File: config.mk
export PLATFORM = sky130hd
export DESIGN_NAME = fsqrt_cell
export DESIGN_NICKNAME = d
export VERILOG_FILES = /design/src/rtl/core/fsqrt_pkg.sv /design/src/rtl/core/fsqrt_cell.sv
export SDC_FILE = /design/constraint.sdc
export NUM_CORES = 1
export LEC_CHECK = 0
export BUFFER_PORTS_ARGS = -buffer_cell sky130_fd_sc_hd__buf_4
export CAP_MARGIN = 20
export CORE_MARGIN = 10
export CORE_UTILIZATION = 56
export CTS_BUF_LIST = sky130_fd_sc_hd__clkbuf_4 sky130_fd_sc_hd__clkbuf_8 sky130_fd_sc_hd__clkbuf_16
export CTS_CLUSTER_DIAMETER = 100
export DETAILED_ROUTE_END_ITERATION = 10
export HOLD_SLACK_MARGIN = 0.1
export PLACE_DENSITY = 0.79
export SETUP_SLACK_MARGIN = 0.5
export SLEW_MARGIN = 20
export SYNTH_ARGS = -nofsm -noshare
export SYNTH_HDL_FRONTEND = slang
export SYNTH_SLANG_ARGS = --single-unit
File: constraint.sdc
create_clock -name clk -period 1.05 [get_ports clk]
set_input_delay 0.21 -clock clk [delete_from_list [all_inputs] [get_ports clk]]
set_output_delay 0.21 -clock clk [all_outputs]
set_load 0.05 [all_outputs]
File: src/rtl/core/fsqrt_pkg.sv
// Package for the single precision square root block.
// Holds the shared constants and the per-cell state type; no dependencies.
`timescale 1ns / 1ps
package fsqrt_pkg;
	localparam int unsigned STEPS = 25;
	localparam logic [31:0] Q_ONE      = 32'h1000_0000;
	localparam logic [31:0] FIRST_BIT  = 32'h4000_0000;
	localparam logic [31:0] RND_MASK   = 32'h0000_0033;
	localparam logic [31:0] RND_MATCH  = 32'h0000_0001;
	localparam logic [31:0] NAN_RESET  = 32'h7FC0_0000;
	localparam logic [7:0]  EXP_BIAS   = 8'd127;

	// State carried from one root cell to the next.
	typedef struct packed {
		logic        valid;
		logic        pass;     // special result, skip arithmetic
		logic [31:0] word;     // special result word
		logic [7:0]  exp;      // biased result exponent before carry
		logic [31:0] rem;
		logic [31:0] acc;
		logic [31:0] bitv;
		logic        int_hit;
		logic        frac_seen;
		logic        done;
	} cell_t;
endpackage

File: src/rtl/core/fsqrt_cell.sv
// One step of the restoring bit-wise root.
// Depends on fsqrt_pkg.
`timescale 1ns / 1ps
module fsqrt_cell (
	input  logic             clk,
	input  logic             arst_n,
	input  logic             en,
	input  fsqrt_pkg::cell_t din,
	output fsqrt_pkg::cell_t dout
);
	import fsqrt_pkg::*;

	cell_t       nxt;
	logic [31:0] trial;
	logic        ge;

	// Integer or fractional step, frozen once the remainder is zero.
	always_comb begin
		nxt   = din;
		trial = din.acc + din.bitv;
		ge    = din.rem >= trial;
		if (din.valid && !din.pass && !din.done) begin
			if ((din.acc >> 1) >= Q_ONE || !din.int_hit) begin
				if (ge) begin
					nxt.rem     = din.rem - trial;
					nxt.acc     = (din.acc >> 1) + din.bitv;
					nxt.int_hit = 1'b1;
				end else begin
					nxt.acc = din.acc >> 1;
				end
				nxt.bitv = din.bitv >> 2;
			end else begin
				if (ge) begin
					nxt.rem = (din.rem - trial) << 1;
					nxt.acc = din.acc + (din.bitv << 1);
				end else begin
					nxt.rem = din.rem << 1;
				end
				nxt.bitv      = din.bitv >> 1;
				nxt.frac_seen = 1'b1;
			end
			nxt.done = (nxt.rem == 32'd0);
		end
	end

	// Stage register.
	always_ff @(posedge clk or negedge arst_n) begin
		if (!arst_n) begin
			dout <= '0;
		end else if (en) begin
			dout <= nxt;
		end
	end
endmodule

==> metrics.md, run 1 <==
| Metric | Value |
|---|---|
| Status | stopped before the end |
| Exit stage | global routing |
| First error | [ERROR GRT-0232] Routing congestion too high. Check the congestion heatmap in the GUI. |
| YS warnings | 0 |
| Post-synth top area share | 0.273 |
| Number of enable flip-flop cells after synthesis | 0 |
| Avg Inst Size Synth | 7.94 sq um |
| Aggregate global-route resource usage | 0.817 |
| Cell count after synthesis | 1628 |
| Distinct cells, synth | 80 |
| Rows | 55 |
| Die height | 172 um |
| Synth Cell Area | 0.0129 sq mm |
| Most common cell in the netlist | nand2_1 |
| Primary FF master, synth | dfrtp_1 |
| Yosys top cell by area | dfrtp_1 |
| Yosys reg bits | 141 |
| # IOs | 285 |
| Top cells by instance count after synthesis | nand2_1 (195), dfrtp_1 (141), a21oi_1 (134) |
| Number of port buffers | 284 |
| CTS Buffer Depth | 2 |
| HPWL Detailed | 44900 um |
| CTS buffer count | 17 |
| Register area share after synthesis | 0.273 |
| Root Driver | clkbuf_16 |
| H-tree levels | 4 |
| Pin count of the biggest net entering global routing | 76 |
| Area contributors post-synth | dfrtp_1 (27%), ha_1 (9.1%), nand2_1 (5.7%) |
| Placed Instances | 2583 |
| Die width | 172 um |
| Clk sinks | 141 |
| GRT Residual Overflow | 235 |
| Starting Density | 0.569 |
| Async S/R FF share, synth | 1.00 |
| Placer Congestion | 1.06 |
| Synthesized net count | 1869 |
==> logic make-up after synthesis <==
group,synth area share
AO/OA/AOI/OAI,0.278
AND/OR/NAND/NOR,0.191
buffers and inverters,0.0475
flip-flops,0.273
adder cells (fa/ha/maj),0.0956
multiplexers,0.0695
XOR/XNOR,0.0454
==> metal layers <==
metal  overflow  GRT usage
met3         19      0.772
met2        108      0.921
met1         18      0.773
met5          2      0.558
met4         88      0.832
==> through the flow <==
stage	utilization	area, sq um	worst slack [ns]	hold WS, ns
4_1_cts	0.933	21200	-4.44	-0.442
2_1_floorplan	-	14000	-4.34	-0.0856
3_5_place_dp	0.851	19300	-5.09	0.0367
3_3_place_gp	0.851	19300	-4.88	0.0361
==> what timing repair did <==
action	4_1_cts
resized for setup	157
endpoints found under the hold margin	185
pin swaps	71
endpoints found under the setup margin	282
setup buffers	58
gates cloned	5
==> run 2: changes to the inputs <==
CORE_UTILIZATION = 40   (was 56)
CTS_BUF_LIST = default   (was sky130_fd_sc_hd__clkbuf_4 sky130_fd_sc_hd__clkbuf_8 sky130_fd_sc_hd__clkbuf_16)
CTS_CLUSTER_DIAMETER = default   (was 100)
HOLD_SLACK_MARGIN = default   (was 0.1)
PLACE_DENSITY = default   (was 0.79)
PLACE_DENSITY_LB_ADDON = 0.15   (was default)
SETUP_SLACK_MARGIN = default   (was 0.5)
==> metrics.md, run 2 <==
| Metric | Value |
|---|---|
| Failing checks | setup timing |
| Status | finished with violations |
| Post-synthesis compound-gate area fraction | 0.278 (unchanged) |
| Syn-to-layout area delta | 84.1% |
| Critical setup path kind | input pin to register |
| Biggest register | dout |
| Crit Path Max Fanout | 5 |
| Initial antenna violation count | 0 |
| Async S/R FF share, synth | 1.00 (unchanged) |
| Pin count of the biggest net entering global routing | 88 |
| Sw Pwr | 15.2 mW |
| Synth Area in Simple Gates | 0.191 (unchanged) |
| Number of port buffers | 284 (unchanged) |
| Core Box Area | 0.0317 sq mm |
| Seq pwr share | 0.181 |
| Synthesized net count | 1869 (unchanged) |
| H-tree levels | 4 (unchanged) |
| Sw Share | 0.421 |
| Post-synth top area share | 0.273 (unchanged) |
| Rows | 65 (+18%) |
| Vias | 16700 |
| Post-route DRC | 0 |
| HP Class | input pin to register |
| WP data arrival | 5.91 ns |
| Max VDD drop | 1360 uV |
| Final Worst Setup Slack | -4.46 ns |
| Sequential standard cell area | 0.00353 sq mm |
| Final setup viols | 239 |
| Post-synthesis xor/xnor area fraction | 0.0454 (unchanged) |
| Int Pwr | 20.9 mW |
| Die area | 0.0399 sq mm |
| Fmax | 181 MHz |
| Most common cell in the netlist | nand2_1 |
| Die width | 200 um (+16%) |
| Crit path max-delay cell type | or4_1 |
| Area contributors post-synth | dfrtp_1 (27%), ha_1 (9.1%), nand2_1 (5.7%) |
| CP Data Required Time | 1.45 ns |
| Register area share after synthesis | 0.273 (unchanged) |
| Unrepaired setup endpoints after global routing | yes |
| Cell family with most CP delay | compound AO/OA/AOI/OAI gates |
| Vias/cell | 5.71 |
| Logic pwr share | 0.635 |
| Top cells by instance count after synthesis | nand2_1 (195), dfrtp_1 (141), a21oi_1 (134) |
| Area of the multi-input gates | 0.0103 sq mm |
| Synth Cell Area | 0.0129 sq mm (unchanged) |
| Most common cell after layout, fill and taps aside | buf_4 |
| Wire per inst | 21.6 um |
| Worst slew pin tran | 0.605 ns |
| Rel. slew slack | 0.595 |
| Clock Latency Late Sink | 0.46 ns |
| YS warnings | 0 (unchanged) |
| CTS buffer count | 17 (unchanged) |
| Yosys reg bits | 141 (unchanged) |
| CTS Buffer Depth | 2 (unchanged) |
| Antenna Cells | 0 |
| Clock share of power | 0.184 |
| Clock-pin transition on the worst setup and hold timing paths | 0.06 ns |
| Buf+Inv Stages, Crit Path | 4 |
| Max cap viols | 0 |
| Root Driver | clkbuf_16 |
| Primary FF master, synth | dfrtp_1 |
| Post-detailed-route count of antenna-violating nets | 0 |
| DR iter-0 viols | 1465 |
| CP max stage delay | 0.50 ns |
| First-pass GRT wire length | 94100 um |
| Fin crit period | 5.51 ns |
| # IOs | 285 (unchanged) |
| Avg Inst Size Synth | 7.94 sq um (unchanged) |
| Count of final hold-check violations | 0 |
| Starting Density | 0.408 (-0.162) |
| PD cells | 1520 mW/mm^2 |
| Setup Skew | 0 ns |
| Fin crit share | 5.25 |
| Number of enable flip-flop cells after synthesis | 0 (unchanged) |
| Number of global-route vias before repair | 16600 |
| Aggregate global-route resource usage | 0.303 |
| DRT Pass-1 Iters | 6 |
| Leakage | 11.3 nW |
| Distinct cells, synth | 80 (unchanged) |
| Number of flip-flops under the largest register name | 141 |
| Startpoint Class | input pin |
| Nets@finish | 2748 |
| Adder-cell share of the synthesized area | 0.0956 (unchanged) |
| Placer Congestion | 0.944 (-11%) |
| Layout cells sized above 1 | 0.490 |
| Min Hold Slack | 0.0221 ns |
| GRT Residual Overflow | 0 |
| Mux share of post-synthesis cell area | 0.0695 (unchanged) |
| HPWL Detailed | 43600 um (-2.8%) |
| Die height | 200 um (+16%) |
| Cell count after synthesis | 1628 (unchanged) |
| Most frequent cells in the layout | buf_4 (675), buf_6 (179), dfrtp_1 (141) |
| Largest family of logic cells by synthesized area | compound AO/OA/AOI/OAI gates |
| Top Registers | dout x141 |
| Clk sinks | 141 (unchanged) |
| Max Slew Vio Count | 0 |
| CTS tree | yes |
| Yosys top cell by area | dfrtp_1 |
| Total Wirelength | 63200 um |
| Pre-CTS setup slack | -5.18 ns (-0.0841 ns) |
| Worst setup EP type | register |
| Fill cells | 2265 |
[run 2: path summary, 6_finish.rpt]
kind,end,cells after the start,start,slack [ns]
worst max-delay path,dout[0]$_DFFE_PN0P_,27,din[4],-4.46
worst min-delay path,dout[1]$_DFFE_PN0P_,3,din[1],0.02
worst max register to register,dout[139]$_DFFE_PN0P_,3,dout[139]$_DFFE_PN0P_,0.02
worst min register to register,dout[82]$_DFFE_PN0P_,1,dout[82]$_DFFE_PN0P_,0.51
max in group asynchronous,dout[0]$_DFFE_PN0P_,3,arst_n,0.29
min in group asynchronous,dout[69]$_DFFE_PN0P_,2,arst_n,0.21
[run 2: kinds of logic after synthesis]
kind of cell / after synthesis
AOI/OAI and AO/OA: 547
xor gates and xnor gates: 67
adders and majority gates: 97
buffers and inverters: 158
DFF: 141
muxes: 83
and+or+nand+nor: 535
[run 2: power by group through the flow]
stage | clock (mW) | combinational [mW] | sequential [mW]
3_3_place_gp | 0 | 17.2 | 6.48
4_1_cts | 6.72 | 21.5 | 6.52
2_1_floorplan | 0 | 7.85 | 8.62
6_report | 6.64 | 22.9 | 6.54
5_1_grt | 6.89 | 24.2 | 6.59
3_5_place_dp | 0 | 17.3 | 6.51
[run 2: worst min-delay path, cell delays in order]
cell     delay (ns)
buf_4          0.08
nor2_1         0.04
a21oi_1        0.11
[run 2: area by class of cell]
cell class | count | share of cell area
clock buffer | 19 | 0.0186
timing repair buffer | 944 | 0.361
inverter | 73 | 0.0115
clock inverter | 12 | 0.00683
tap | 402 | 0.0211
sequential | 141 | 0.148
multi-input combinational | 1330 | 0.433
[run 2: per-stage QoR]
| step | util | TNS [ns] | area, sq um | std cells | total power, mW |
|---|---|---|---|---|---|
| detailed placement | 0.607 | -380.08 | 19300 | 2696 | 23.9 |
| global route | 0.751 | -321.51 | 23800 | 2921 | 37.7 |
| CTS | 0.727 | -298.77 | 23100 | 2878 | 34.7 |
| floorplan | - | -267.70 | 13800 | 1628 | 16.5 |
| finish | 0.751 | -304.13 | 23800 | 2921 | 36.1 |
| global placement | 0.607 | -372.70 | 19300 | 2696 | 23.7 |
[run 2: repair_timing]
item                                    4_1_cts  5_1_grt
gates resized for setup                     399       82
buffers inserted                             95       44
cloned                                       18        1
hold buffers                                 41        0
endpoints found under the setup margin      280      267
pin swaps                                    82       48
endpoints found under the hold margin       160        0
[run 2: metal layers]
layer | vias up | wire length (um) | track usage
met5 | - | 0 | 0
met4 | 0 | 1570 | 0.0931
met3 | 104 | 4660 | 0.0526
met2 | 720 | 30200 | 0.502
met1 | 8070 | 26700 | 0.393
li1 | 7795 | - | -
Note: power is estimated with default switching activity, not from simulation.
